[config.mk]
export PLATFORM = sky130hd
export DESIGN_NAME = ptoe_cell
export DESIGN_NICKNAME = d
export VERILOG_FILES = /design/src/hw/rtl/ptoe_pkg.sv /design/src/hw/rtl/ptoe_cell.sv
export SDC_FILE = /design/constraint.sdc
export NUM_CORES = 1
export LEC_CHECK = 0
export ABC_CLOCK_PERIOD_IN_PS = 8600
export BUFFER_PORTS_ARGS = -buffer_cell sky130_fd_sc_hd__buf_2
export CAP_MARGIN = 20
export CORE_AREA = 2 2 343 345
export DETAILED_ROUTE_END_ITERATION = 8
export DIE_AREA = 0 0 345 347
export MAX_ROUTING_LAYER = met4
export PLACE_DENSITY_LB_ADDON = 0.15
export SLEW_MARGIN = 20
export SYNTH_ARGS = -nofsm -noshare
export SYNTH_HDL_FRONTEND = slang
export SYNTH_SLANG_ARGS = --single-unit
export TNS_END_PERCENT = 5
[constraint.sdc]
create_clock -name clk -period 8.6 [get_ports clk]
set_input_delay 0.43 -clock clk [delete_from_list [all_inputs] [get_ports clk]]
set_output_delay 0.43 -clock clk [all_outputs]
set_load 0.01 [all_outputs]
[src/hw/rtl/ptoe_pkg.sv]
package ptoe_pkg;

  localparam int ID_W   = 64;
  localparam int IP_W   = 32;
  localparam int PORT_W = 16;
  localparam int TIME_W = 32;
  localparam int SLOT_W = 4;
  localparam int LIVE_W = 5;
  localparam int DATA_W = 32;
  localparam int ADDR_W = 3;

  localparam logic [TIME_W-1:0] FRESH_RESET = 32'd45000;

  // register index taken from paddr[2]
  localparam logic REG_FRESH_LIMIT = 1'b0;

  typedef enum logic [1:0] {
    KIND_LEARN  = 2'd0,
    KIND_LOOKUP = 2'd1,
    KIND_COUNT  = 2'd2,
    KIND_READ   = 2'd3
  } kind_t;

  typedef enum logic [1:0] {
    ST_IDLE,
    ST_SCAN,
    ST_DRAIN
  } state_t;

  typedef struct packed {
    kind_t               kind;
    logic [ID_W-1:0]     node_id;
    logic [IP_W-1:0]     peer_ip;
    logic [PORT_W-1:0]   peer_port;
    logic [TIME_W-1:0]   now_ms;
    logic [SLOT_W-1:0]   slot;
  } in_item_t;

  typedef struct packed {
    logic                hit;
    logic                is_fresh;
    logic [ID_W-1:0]     found_id;
    logic [IP_W-1:0]     found_ip;
    logic [PORT_W-1:0]   found_port;
    logic [LIVE_W-1:0]   live_count;
    logic                replaced;
  } out_item_t;

  // query token that walks the cell row, gathering what each cell contributes
  typedef struct packed {
    kind_t               kind;
    logic [ID_W-1:0]     id;
    logic [TIME_W-1:0]   now;
    logic [SLOT_W-1:0]   slot;
    logic                found;
    logic [IP_W-1:0]     f_ip;
    logic [PORT_W-1:0]   f_port;
    logic [TIME_W-1:0]   f_seen;
    logic [TIME_W-1:0]   best_seen;
    logic                rd_hit;
    logic [ID_W-1:0]     rd_id;
    logic [IP_W-1:0]     rd_ip;
    logic [PORT_W-1:0]   rd_port;
  } scan_tok_t;

  // entry write broadcast to the row
  typedef struct packed {
    logic                en;
    logic                new_id;
    logic [ID_W-1:0]     id;
    logic [IP_W-1:0]     ip;
    logic [PORT_W-1:0]   port;
    logic [TIME_W-1:0]   seen;
  } wr_t;

endpackage

[src/hw/rtl/ptoe_cell.sv]
module ptoe_cell import ptoe_pkg::*; #(
  parameter int ID_BITS = 64,
  parameter int IDX_W   = 4,
  parameter int CNT_W   = 5,
  parameter int INDEX   = 0
) (
  input  logic                clk,
  input  logic                rst,
  input  logic [CNT_W-1:0]    entry_count,
  input  logic [TIME_W-1:0]   fresh_limit,
  input  logic                vld_in,
  input  scan_tok_t           tok_in,
  input  logic [IDX_W-1:0]    fidx_in,
  input  logic [IDX_W-1:0]    bidx_in,
  input  logic [CNT_W-1:0]    live_in,
  output logic                vld_out,
  output scan_tok_t           tok_out,
  output logic [IDX_W-1:0]    fidx_out,
  output logic [IDX_W-1:0]    bidx_out,
  output logic [CNT_W-1:0]    live_out,
  input  wr_t                 wr,
  input  logic [IDX_W-1:0]    wr_idx
);

  localparam logic [IDX_W-1:0] MY_IDX = IDX_W'(INDEX);
  localparam logic [CNT_W-1:0] MY_CNT = CNT_W'(INDEX);

  logic [ID_BITS-1:0] id_q;
  logic [IP_W-1:0]    ip_q;
  logic [PORT_W-1:0]  port_q;
  logic [TIME_W-1:0]  seen_q;

  logic               in_use;
  logic [ID_W-1:0]    id_ext;
  logic [TIME_W-1:0]  age;
  scan_tok_t          tok_next;
  logic [IDX_W-1:0]   fidx_next;
  logic [IDX_W-1:0]   bidx_next;
  logic [CNT_W-1:0]   live_next;

  assign in_use = MY_CNT < entry_count;
  assign id_ext = ID_W'(id_q);
  assign age    = tok_in.now - seen_q;

  always_comb begin
    tok_next  = tok_in;
    fidx_next = fidx_in;
    bidx_next = bidx_in;
    live_next = live_in;
    if (in_use && !tok_in.found && id_ext == tok_in.id) begin
      tok_next.found  = 1'b1;
      tok_next.f_ip   = ip_q;
      tok_next.f_port = port_q;
      tok_next.f_seen = seen_q;
      fidx_next       = MY_IDX;
    end
    // oldest entry, strict compare so the lower index keeps ties
    if (INDEX == 0 || seen_q < tok_in.best_seen) begin
      tok_next.best_seen = seen_q;
      bidx_next          = MY_IDX;
    end
    if (in_use && age < fresh_limit) begin
      live_next = live_in + CNT_W'(1);
    end
    if (in_use && 32'(tok_in.slot) == 32'(INDEX)) begin
      tok_next.rd_hit  = 1'b1;
      tok_next.rd_id   = id_ext;
      tok_next.rd_ip   = ip_q;
      tok_next.rd_port = port_q;
    end
  end

  always_ff @(posedge clk) begin
    if (rst) begin
      vld_out <= 1'b0;
    end else begin
      vld_out <= vld_in;
    end
  end

  always_ff @(posedge clk) begin
    tok_out  <= tok_next;
    fidx_out <= fidx_next;
    bidx_out <= bidx_next;
    live_out <= live_next;
  end

  always_ff @(posedge clk) begin
    if (wr.en && wr_idx == MY_IDX) begin
      ip_q   <= wr.ip;
      port_q <= wr.port;
      seen_q <= wr.seen;
      if (wr.new_id) begin
        id_q <= wr.id[ID_BITS-1:0];
      end
    end
  end

endmodule

### Yosys cells after proc, flatten, opt, wreduce, memory -nomap -nowiden

Index checks and enable logic that the tools add are counted.

| storage, ports and cells | value |
|---|---|
| input bits | 531 |
| bits in registers | 482 |

| operators by class | value |
|---|---|
| eq/ne operators | 1 |
| magnitude comparators | 2 |
| add/subtract/negate cells | 2 |
| reduce and logical (&&, ||, !) cells | 9 |
| mux-type cells | 3 |

Operator list:

| operator | number |
|---|---|
| 112-bit 2-to-1 mux | 1 |
| 80-bit 2-to-1 mux | 1 |
| 64-bit == test | 1 |
| 32-bit < comparator | 1 |
| 32-bit subtractor | 1 |
| 4-bit zero test | 2 |
| 5-bit by 1-bit adder with 5-bit output, second input constant | 1 |
| 1-bit logical AND | 5 |
| 1-bit by 5-bit < comparator with 1-bit output, first input constant | 1 |
| 5-bit 2-to-1 mux | 1 |
| 2-bit AND reduction | 1 |
| 1-bit zero test | 1 |

### Longest topological paths before layout

Gate-level depths: netlist (run 1).

| depth | value |
|---|---|
| depth after elaboration | 4 |
| depth in mapped cells | 19 |
| depth with buffers taken out | 19 |

### Worst setup path before layout (run 1)

OpenSTA, ideal clock, no wires.

| path | value |
|---|---|
| kind | input port to flip-flop |
| from | input tok_in[230] in the netlist's numbering |
| to | register live_out[1] |
| arrival | 3.843 ns |
| cell stages on the path | 19 |
| path buffers | 0 |
| path slack | 4.636 ns |
| cell sequence | inv_1 > ha_1 > inv_1 > fa_1 > a211oi_1 > o21ai_0 > a21oi_1 > o21ai_2 > a211o_1 > a21oi_1 > a211oi_1 > ha_1 > a21o_1 > a21o_1 > a211o_1 > o2111ai_1 > nand2_1 > a21oi_1 > mux2_2 |

| on the way | value |
|---|---|
| longest elaborated chain between the ends | 4 |

RTL lines:

| what | RTL line | RTL |
|---|---|---|
| start, declared | ptoe_cell.sv:12 | `input scan_tok_t tok_in,` |
| 32-bit subtractor | ptoe_cell.sv:43 | `assign age = tok_in.now - seen_q;` |
| 32-bit < comparator | ptoe_cell.sv:62 | `if (in_use && age < fresh_limit) begin` |
| 1-bit logical AND | ptoe_cell.sv:62 |  |
| 5-bit 2-to-1 mux | ptoe_cell.sv:62 |  |
| net live_next[1] | ptoe_cell.sv:39 | `logic [CNT_W-1:0] live_next;` |
| end signal, assigned | ptoe_cell.sv:85 | `live_out <= live_next;` |
| end, declared | ptoe_cell.sv:20 | `output logic [CNT_W-1:0] live_out,` |

The timed path passes the listed nets, and every way through them passes these cells.
A chain may end at the register's enable or synchronous reset.

### Worst setup path after layout (run 1)

Same ends and word-level chain as after synthesis.

==> flow_metrics.env, run 1 <==
export IMPL_maxCapViolations=0
export IMPL_setup_slack_ns=3.89
export IMPL_mappedNetlistArea_mm2=0.0169
export IMPL_drc=0
export IMPL_grt_use_met1_pct=13.0
export IMPL_cts_tree="done"
export IMPL_synth_warnings=0
export IMPL_final_max_slew_viol_count=0
export IMPL_syn_area_per_cell_um2=13.9
export IMPL_fmax_mhz=212
export IMPL_nets=3126
export IMPL_avgViaCountPerCell=3.56
export IMPL_cts_resized=0
export IMPL_grtUsageMet2_pct=22.3
export IMPL_cts_root_buffer="clkbuf_16"
export IMPL_critical_path_peak_fanout=4
export IMPL_period_share_pct=54.8
export IMPL_gp_congestion=0.845
export IMPL_grt_pass1_wl_um=107000
export IMPL_start_util_pct=14.6
export IMPL_synth_edf_count=144
export IMPL_leakagePower_nw=12.9
export IMPL_worstSetupPathType="primary input to register"
export IMPL_fill_cells=12450
export IMPL_die_w_um=345
export IMPL_pre_cts_ws_ns=3.72
export IMPL_clock_skew_ns=0.0599
export IMPL_synth_cell_types=56
export IMPL_vdd_drop_max_mv=0.137
export IMPL_setup_tns_ns=0
export IMPL_status="finished, final reports clean"
export IMPL_port_buffers=832
export IMPL_netlist_instances=1220
export IMPL_layout_area_overhead_vs_synth_pct=73.1
export IMPL_synthArstFlopShare_pct=0
export IMPL_cts_setup_buffers=0
export IMPL_ctsHtreeMaxLevel=2
export IMPL_clk_pin_slew_ns=0.07
export IMPL_io_pins=873
export IMPL_max_stage_delay_ns=0.53
export IMPL_wl_per_cell_um=18.1
export IMPL_ys_ff_latch=482
export IMPL_clk_path_buf_depth=3
export IMPL_synth_top_area_share_pct=40.0
export IMPL_fin_crit_ns=4.71
export IMPL_hp_class="primary input to register"
export IMPL_antenna_found_initial=8
export IMPL_crit_path_end_kind="register"
export IMPL_cp_cell_sequence="dlygate4sd3_1 > buf_2 > inv_1 > ha_1 > inv_1 > fa_1 > a211oi_1 > o21ai_0 > a21oi_1 > o21ai_2 > a41oi_1 > o41ai_1 > xor2_1 > ha_1 > and4_1 > o21ai_0 > and3_1 > nand2_1 > a21oi_1 > mux2_2"
export IMPL_cts_buffers=58
export IMPL_synth_main_ff_cell="dfxtp_1"
export IMPL_rows=125
export IMPL_rsz0062_at_grt="false"
export IMPL_crit_arrival_ns=5.22
export IMPL_core_area_mm2=0.116
export IMPL_grt_max_degree=102
export IMPL_use_met3_pct=3.27
export IMPL_synth_seq_area_share_pct=65.6
export IMPL_dpl_hpwl_um=58600
export IMPL_gr_total_overflow=0
export IMPL_grt_busiest_layer="met2"
export IMPL_worstMarginPinSlew_ns=1.08
export IMPL_ant_nets=0
export IMPL_drt_iter0_markers=460
export IMPL_drive_above_1_share_pct=41.7
export IMPL_cp_buffers_inverters=4
export IMPL_crit_slowest_cell="dlygate4sd3_1"
export IMPL_required_ns=9.11
export IMPL_hold_viol=0
export IMPL_die_area_mm2=0.120
export IMPL_dr_pass1_iters=4
export IMPL_cp_start_kind="primary input"
export IMPL_wl_um=74500
export IMPL_cts_sinks=482
export IMPL_maxSlewHeadroom_pct=28.3
export IMPL_power_density_mw_per_mm2=194
export IMPL_grt_pass1_vias=16562
export IMPL_die_h_um=347
export IMPL_clock_latency_ns=0.67
export IMPL_yosys_top_cells_area="dfxtp_1 40%, edfxtp_1 26%, mux2_2 9.2%"
export IMPL_vias=14642
export IMPL_critical_path_top_delay_family="compound AO/OA/AOI/OAI gates"
export IMPL_setup_viol=0
export IMPL_track_usage_pct=12.4
export IMPL_synth_top_cell_by_area="dfxtp_1"
export IMPL_r2r_slack_ns=4.00
## state kept, by name (all words and copies together), names as in the netlist
name      cells
fidx_out      4
seen_q       32
ip_q         32
tok_out     328
port_q       16
live_out      5
vld_out       1
id_ext       64
## area by class of cell
cell class,instances,area [um2],area share (%)
repair buffers,1280,8640,29.5
inverters,81,304,1.04
flip-flops and latches,482,11100,37.9
clock buffers,94,1780,6.08
multi-input cells,628,5360,18.3
well taps,1524,1910,6.51
clock inverters,16,176,0.603
diodes,5,12.5,0.0427
## routing by layer
metal / share of wire [%] / wire [um]
met5: 0 / 0
met4: 2.9 / 2160
met3: 6.2 / 4590
met2: 52 / 39000
met1: 39 / 28700
## where the power goes
group	switching [mW]	leakage, nW	total, mW	internal (mW)
Combinational	0.314	7.82	0.702	0.388
Clock	1.04	0.959	2.50	1.46
Sequential	0.0323	4.15	2.47	2.44
Total	1.39	12.9	5.67	4.28
## final timing paths
check	start	end	depth (start not counted)
worst min-delay path	fidx_in[1]	fidx_out[1]	2
worst max-delay path	tok_in[230]	live_out[1]	20
worst max register to register	seen_q[1]	live_out[1]	17
worst min register to register	seen_q[16]	tok_out[129]	0
## cells in the mapped netlist (all sizes together) (2+ instances only)
cell type,n
o2111ai,4
nand2,37
o21bai,4
nor2b,7
nor2,22
a2111oi,3
o41ai,2
xor2,34
o21a,7
and3,4
ha,63
and4,3
nor3,7
a221oi,2
a22oi,4
and2,6
nand4,18
a211oi,7
a21boi,4
a21oi,44
clkbuf,7
mux2,183
dfxtp,338
buf,25
a21o,30
a31oi,2
o21ai,32
inv,81
nand2b,6
o211ai,3
or2,2
o22ai,6
a41oi,2
xnor2,46
o2bb2ai,2
edfxtp,144
a211o,3
nor4,9
nand3,8
## metrics by stage
step,instance area (um2),hold WS [ns],instances,utilization [%],power (mW)
floorplan,16900,0.366,1223,-,2.76
global placement,22900,0.386,3554,19.8,3.06
detailed placement,22900,0.385,3554,19.8,3.06
CTS,29300,0.00266,4105,25.3,5.80
global route,29300,0.0113,4107,25.3,5.95
finish,29300,0.0628,4110,25.3,5.67
## repair_timing
item | in CTS | in global routing
endpoints found under the hold margin | 440 | 0
endpoints found under the setup margin | 0 | 0
hold buffers | 441 | 0
## layout by cell type (no fill, tap or decap), types with 5 or more instances in the layout
| master | n |
|---|---|
| diode_2 | 5 |
| clkbuf_8 | 13 |
| a21o_1 | 30 |
| dfxtp_1 | 338 |
| nor4_1 | 9 |
| nor2b_1 | 7 |
| clkbuf_1 | 20 |
| ha_1 | 63 |
| mux2_1 | 45 |
| o22ai_1 | 6 |
| nor3_1 | 6 |
| nand3_1 | 8 |
| o21ai_0 | 30 |
| dlygate4sd3_1 | 441 |
| nand4_1 | 18 |
| and2_1 | 5 |
| xnor2_1 | 46 |
| edfxtp_1 | 144 |
| a21oi_1 | 44 |
| o21a_1 | 7 |
| clkbuf_16 | 61 |
| xor2_1 | 34 |
| inv_1 | 81 |
| nand2_1 | 37 |
| nor2_1 | 22 |
| a211oi_1 | 7 |
| mux2_2 | 138 |
| buf_2 | 832 |
| nand2b_1 | 6 |
| clkinv_2 | 6 |
| buf_4 | 6 |
## cells by family (layout without fill, tap and decap cells)
logic type | count (synthesis) | in the layout | synth area share, %
flip-flops | 482 | 482 | 65.6
multiplexers | 183 | 183 | 12.2
AO/OA/AOI/OAI | 166 | 166 | 6.41
AND/OR/NAND/NOR | 131 | 131 | 3.96
buffers and inverters | 113 | 1471 | 2.92
XOR/XNOR | 80 | 80 | 4.14
adder cells (fa/ha/maj) | 64 | 64 | 4.78
other | 1 | 9 | 0.0222
## worst register-to-register path, stage by stage, from the launching register on
cell and delay, ns:
edfxtp_1 0.44, inv_1 0.13, ha_1 0.23, nor2b_1 0.15, o2111ai_1 0.36, a21oi_1 0.10, nand2b_1 0.18, a21o_1 0.19
a21oi_1 0.17, xnor2_1 0.15, ha_1 0.27, a21o_1 0.19, a21o_1 0.18, a21o_1 0.20, a2111oi_0 0.49, o21ai_0 0.38
a21oi_1 0.32, mux2_2 0.36
(Power assumes the default switching activity.)
==> inputs of run 2 (changes only) <==
--- a/config.mk
+++ b/config.mk
@@ -5,12 +5,13 @@
 export SDC_FILE = /design/constraint.sdc
 export NUM_CORES = 1
 export LEC_CHECK = 0
-export ABC_CLOCK_PERIOD_IN_PS = 8600
+export ABC_AREA = 1
+export ABC_CLOCK_PERIOD_IN_PS = 4100
 export BUFFER_PORTS_ARGS = -buffer_cell sky130_fd_sc_hd__buf_2
 export CAP_MARGIN = 20
-export CORE_AREA = 2 2 343 345
+export CORE_AREA = 2 2 341 343
 export DETAILED_ROUTE_END_ITERATION = 8
-export DIE_AREA = 0 0 345 347
+export DIE_AREA = 0 0 343 345
 export MAX_ROUTING_LAYER = met4
 export PLACE_DENSITY_LB_ADDON = 0.15
 export SLEW_MARGIN = 20
==> constraint.sdc (replaced) <==
create_clock -name clk -period 4.1 [get_ports clk]
set_input_delay 0.205 -clock clk [delete_from_list [all_inputs] [get_ports clk]]
set_output_delay 0.205 -clock clk [all_outputs]
set_load 0.01 [all_outputs]
==> flow_metrics.env, run 2 <==
export IMPL_status="finished, final reports clean"
export IMPL_clk_pin_slew_ns=0.06
export IMPL_total_power_mw=12.3
export IMPL_clk_path_buf_depth=3
export IMPL_fin_util_pct=26.4
export IMPL_crit_arrival_ns=4.19
export IMPL_cts_tree="done"
export IMPL_vdd_drop_max_mv=0.348
export IMPL_antenna_found_initial=20
export IMPL_dp_cells=4047
export IMPL_critical_path_peak_fanout=6
export IMPL_die_w_um=343
export IMPL_core_area_mm2=0.115
export IMPL_postCtsHoldBufs=451
export IMPL_netlist_instances=1722
export IMPL_synth_commonest_cells="436 x nand2_1, 338 x dfxtp_1, 149 x inv_1"
export IMPL_synth_top_cell_by_area="dfxtp_1"
export IMPL_synthArstFlopShare_pct=0
export IMPL_layout_area_overhead_vs_synth_pct=71.9
export IMPL_fill_cells=12586
export IMPL_die_h_um=345
export IMPL_gp_congestion=0.807
export IMPL_setup_tns_ns=0
export IMPL_yosys_top_cells_area="dfxtp_1 38%, edfxtp_1 24%, nand2_1 9.3%"
export IMPL_io_pins=873
export IMPL_start_util_pct=15.4
export IMPL_synth_seq_area_share_pct=62.7
export IMPL_hold_viol=0
export IMPL_dpl_hpwl_um=67500
export IMPL_leakagePower_nw=14.1
export IMPL_track_usage_pct=14.7
export IMPL_synth_xor_area_share_pct=2.03
export IMPL_synth_simple_area_share_pct=16.3
export IMPL_port_buffers=832
export IMPL_top_layer_used="met4"
export IMPL_setup_viol=0
export IMPL_die_area_mm2=0.118
export IMPL_dr_pass1_iters=4
export IMPL_crit_path_end_kind="register"
export IMPL_wl_per_cell_um=18.7
export IMPL_clock_skew_ns=0.0374
export IMPL_synth_main_ff_cell="dfxtp_1"
export IMPL_final_max_slew_viol_count=0
export IMPL_fin_crit_ns=3.65
export IMPL_synth_cell_types=34
export IMPL_power_density_mw_per_mm2=406
export IMPL_mappedNetlistArea_mm2=0.0177
export IMPL_vias=16796
export IMPL_required_ns=4.63
export IMPL_worstSetupPathType="register to register"
export IMPL_avgViaCountPerCell=3.63
export IMPL_cts_root_buffer="clkbuf_16"
export IMPL_grt_pass1_wl_um=123000
export IMPL_drc=0
export IMPL_mostFrequentLayoutCell="buf_2"
export IMPL_maxCapViolations=0
export IMPL_synth_warnings=0
export IMPL_largest_reg_flops=328
export IMPL_gr_total_overflow=0
export IMPL_maxSlewHeadroom_pct=28.8
export IMPL_cts_setup_buffers=0
export IMPL_cp_start_kind="register"
export IMPL_holdWs_ns=0.207
export IMPL_seqCellArea_mm2=0.0111
export IMPL_cts_sinks=482
export IMPL_final_cell_mix="832 x buf_2, 451 x dlygate4sd3_1, 435 x nand2_1, 338 x dfxtp_1, 149 x inv_1"
export IMPL_hp_class="primary input to register"
export IMPL_synth_top_area_share_pct=38.3
export IMPL_worstMarginPinSlew_ns=1.07
export IMPL_grt_max_degree=86
export IMPL_period_share_pct=89.1
export IMPL_synth_fa_ha_area_share_pct=4.57
export IMPL_fmax_mhz=274
export IMPL_rsz0062_at_grt="false"
export IMPL_ant_nets=0
export IMPL_synthMuxAreaShare_pct=4.46
export IMPL_instances_no_fill=4627
export IMPL_grt_pass1_vias=18467
export IMPL_ys_ff_latch=482
export IMPL_cts_resized=0
export IMPL_multi_input_area_mm2=0.00574
export IMPL_ctsHtreeMaxLevel=2
export IMPL_synth_edf_count=144
export IMPL_synth_most_common_cell="nand2_1"
export IMPL_synth_compound_area_share_pct=4.82
export IMPL_dr_wl_met2_um=44600
export IMPL_largest_register="tok_out"
export IMPL_syn_area_per_cell_um2=10.3
export IMPL_rows=125
export IMPL_cts_buffers=59
export IMPL_drive_above_1_share_pct=33.8
export IMPL_wl_um=86500
export IMPL_route_layer_met1_wl_um=34100
export IMPL_synth_top_family_by_area="simple AND/OR/NAND/NOR gates"
export IMPL_clock_latency_ns=0.66
export IMPL_nets=3630
export IMPL_met3_length_um=6040
export IMPL_drt_iter0_markers=624
run 2: cell count changes in the layout (fill, tap and decap cells not counted), moves of 45 or more:
cell / previous run / this run
inv_1: 81 / 149
mux2_2: 138 / 70
mux2_1: 45 / 0
nor2_1: 22 / 91
nand4_1: 18 / 88
nand2_1: 37 / 435
run 2: worst paths after layout:
kind	from	to	slack [ns]	cells after the start
setup reg to reg	seen_q[2]	live_out[1]	0.45	21
hold / removal	tok_in[327]	tok_out[327]	0.21	2
hold reg to reg	seen_q[24]	tok_out[137]	0.41	0
setup / recovery	seen_q[2]	live_out[1]	0.45	21
run 2: cell families after synthesis:
kind of cell	Yosys count
simple gates	681
flops	482
compound gates	164
buf+inv	219
mux	70
other cells	1
fa+ha+maj	64
xor+xnor	41
run 2: power breakdown:
group | total (mW) | internal, mW | switching [mW]
clock network | 5.61 | 3.34 | 2.27
registers | 5.18 | 5.12 | 0.0588
logic | 1.55 | 0.792 | 0.759
total | 12.3 | 9.25 | 3.09
run 2: critical path, cell delays in order, from the launching register on:
cell	delay, ns
edfxtp_1	0.37
inv_1	0.06
ha_1	0.38
a21oi_1	0.24
nand2_1	0.22
nand2_1	0.10
nand2_1	0.12
a21oi_1	0.39
or2_2	0.21
nand2_1	0.05
nand2_1	0.05
nand2_1	0.07
ha_1	0.29
a21oi_1	0.13
o21ai_0	0.10
nand2_1	0.06
nand2_1	0.06
a21oi_1	0.13
buf_4	0.17
nand3_1	0.18
nand2_1	0.10
nand2_1	0.05
run 2: area by class of cell:
cell class                      instances  share of cell area (%)
Clock inverter                         23                   0.898
Clock buffer                           89                    6.01
Sequential cell                       482                    36.5
Timing Repair Buffer                 1303                    29.3
Tap cell                             1524                    6.27
Antenna cell                           17                   0.140
Inverter                              165                    2.04
Multi-Input combinational cell       1024                    18.9
run 2: layer usage:
metal  vias to the layer above  GRT usage (%)
met4                         0           3.43
met5                         -              -
met2                       564           26.4
li1                       8379              -
met1                      7751           15.8
met3                       102           4.01
run 2: stage by stage:
stage,worst slack (ns),cell area (um2)
after floorplan,0.639,17700
after global placement,0.459,23700
after detailed placement,0.444,23700
after CTS,0.423,30300
after global routing,0.0970,30400
final,0.445,30400
==> inputs of run 3 (changes only) <==
--- a/config.mk
+++ b/config.mk
@@ -13,7 +13,7 @@
 export DETAILED_ROUTE_END_ITERATION = 8
 export DIE_AREA = 0 0 343 345
 export MAX_ROUTING_LAYER = met4
-export PLACE_DENSITY_LB_ADDON = 0.15
+export PLACE_DENSITY = 0.4
 export SLEW_MARGIN = 20
 export SYNTH_ARGS = -nofsm -noshare
 export SYNTH_HDL_FRONTEND = slang
==> flow_metrics.env, run 3 (same netlist as run 2, synthesis figures left out) <==
export IMPL_die_w_um=343
export IMPL_final_cell_mix="832 x buf_2, 451 x dlygate4sd3_1, 435 x nand2_1, 338 x dfxtp_1, 149 x inv_1"
export IMPL_ant_nets=0
export IMPL_die_area_mm2=0.118
export IMPL_cts_root_buffer="clkbuf_16"
export IMPL_critical_path_peak_fanout=6
export IMPL_largest_reg_flops=328
export IMPL_grt_max_degree=81
export IMPL_fill_cells=12522
export IMPL_hp_class="primary input to register"
export IMPL_gr_total_overflow=0
export IMPL_track_usage_pct=14.6
export IMPL_cp_common_cell="nand2_1"
export IMPL_crit_arrival_ns=4.29
export IMPL_fin_area_mm2=0.0303
export IMPL_worstMarginPinSlew_ns=0.887
export IMPL_final_max_slew_viol_count=0
export IMPL_antenna_found_initial=26
export IMPL_ctsHtreeMaxLevel=2
export IMPL_r2r_start="seen_q[18]"
export IMPL_grt_pass1_vias=18035
export IMPL_endpoint="live_out[1]"
export IMPL_die_h_um=345
export IMPL_setup_slack_ns=0.363
export IMPL_vias=17078
export IMPL_wl_um=87200
export IMPL_power_density_mw_per_mm2=398
export IMPL_nets=3634
export IMPL_rows=125
export IMPL_worstSetupStartpoint="seen_q[18]"
export IMPL_clock_latency_ns=0.66
export IMPL_leakagePower_nw=14.1
export IMPL_largest_register="tok_out"
export IMPL_grt_pass1_wl_um=122000
export IMPL_period_share_pct=91.1
export IMPL_gp_congestion=0.832
export IMPL_core_area_mm2=0.115
export IMPL_max_stage_delay_ns=0.59
export IMPL_clk_pin_slew_ns=0.07
export IMPL_port_buffers=832
export IMPL_worstSetupPathType="register to register"
export IMPL_drt_iter0_markers=860
export IMPL_start_util_pct=15.4
export IMPL_layout_area_overhead_vs_synth_pct=71.3
export IMPL_cts_sinks=482
export IMPL_required_ns=4.65
export IMPL_cts_setup_buffers=0
export IMPL_drive_above_1_share_pct=34.0
export IMPL_hp_start="entry_count[4]"
export IMPL_dpl_hpwl_um=68100
export IMPL_crit_slowest_cell="edfxtp_1"
export IMPL_pre_cts_ws_ns=0.416
export IMPL_maxSlewHeadroom_pct=40.8
export IMPL_rsz0062_at_grt="false"
export IMPL_clk_path_buf_depth=3
export IMPL_holdWs_ns=0.206
export IMPL_fin_util_pct=26.3
export IMPL_wl_per_cell_um=18.9
export IMPL_ff2ff_path_depth=18
export IMPL_mostFrequentLayoutCell="buf_2"
export IMPL_setup_tns_ns=0
export IMPL_dr_pass1_iters=5
export IMPL_postPlaceCellArea_mm2=0.0238
export IMPL_fmax_mhz=268
export IMPL_cp_cell_sequence="inv_1 > ha_1 > a21oi_1 > o21ai_0 > a21oi_1 > nor2_1 > nor2_1 > nand3_1 > nand2_1 > inv_1 > ha_1 > nand4_1 > nor3_1 > and3_1 > nand2_1 > nand3_1 > nand2_1 > nand2_1"
export IMPL_r2r_slack_ns=0.36
export IMPL_cts_buffers=57
export IMPL_vdd_drop_max_mv=0.329
export IMPL_drc=0
export IMPL_fin_crit_ns=3.74
export IMPL_io_pins=873
export IMPL_clock_skew_ns=0.0577
export IMPL_maxCapViolations=0
export IMPL_cts_tree="done"
export IMPL_crit_path_end_kind="register"
export IMPL_avgViaCountPerCell=3.69
export IMPL_status="finished, final reports clean"
export IMPL_timing_rr_end="live_out[1]"
export IMPL_cp_start_kind="register"
export IMPL_hold_viol=0
export IMPL_setup_viol=0
-- run 3: cell count changes in the layout (fill, tap and decap cells not counted), moves of 2 or more --
cell and delta:
buf_12 -2, buf_4 +8, clkbuf_16 -4, diode_2 -6, bufinv_16 -3, clkbuf_8 +7
clkbuf_1 -4
-- run 3: power by group --
group	switching (mW)	internal [mW]	total [mW]	leakage, nW
registers	0.0694	5.12	5.19	4.15
clock network	2.19	3.11	5.30	0.985
logic	0.759	0.794	1.55	8.98
total	3.02	9.03	12.0	14.1
-- run 3: critical path: cells and delay by family (launching register included) --
family / cells / cell delay [ns]
simple gates: 11 / 1.46
fa+ha+maj: 2 / 0.70
compound gates: 3 / 0.64
flops: 1 / 0.59
buf+inv: 2 / 0.25
-- run 3: worst min path at each step --
| stage | end | slack (ns) | depth (start not counted) |
|---|---|---|---|
| final | live_out[4] | 0.21 | 5 |
| after global routing | tok_out[327] | 0.18 | 2 |
| after CTS | tok_out[326] | 0.12 | 2 |
| after detailed placement | tok_out[327] | 0.31 | 1 |
| after global placement | tok_out[326] | 0.31 | 1 |
| after floorplan | tok_out[226] | 0.23 | 0 |
-- run 3: timing repair --
item | in CTS | in global routing
gates resized for setup | 0 | 0
hold buffers | 451 | 0
endpoints found under the hold margin | 450 | 0
-- run 3: area by class of cell --
class                      count  area [um2]  area share (%)
antenna                       11        27.5          0.0909
clock buffer                  88        1810            5.97
clock inverter                19         189           0.624
inverter                     165         619            2.04
multi-input combinational   1024        5740            19.0
sequential                   482       11100            36.6
tap                         1524        1910            6.29
timing repair buffer        1309        8910            29.4
-- run 3: per-layer routing --
metal	track usage (%)	routed length [um]
met5	-	0
met4	3.74	1990
met3	3.24	5710
met2	24.5	42200
met1	17.6	37400
-- run 3: per-stage QoR --
| step | power, mW | std cells |
|---|---|---|
| 3_5_place_dp | 6.49 | 4053 |
| 2_1_floorplan | 5.80 | 1725 |
| 4_1_cts | 12.2 | 4611 |
| 6_report | 12.0 | 4622 |
| 5_1_grt | 12.6 | 4618 |
| 3_3_place_gp | 6.49 | 4053 |
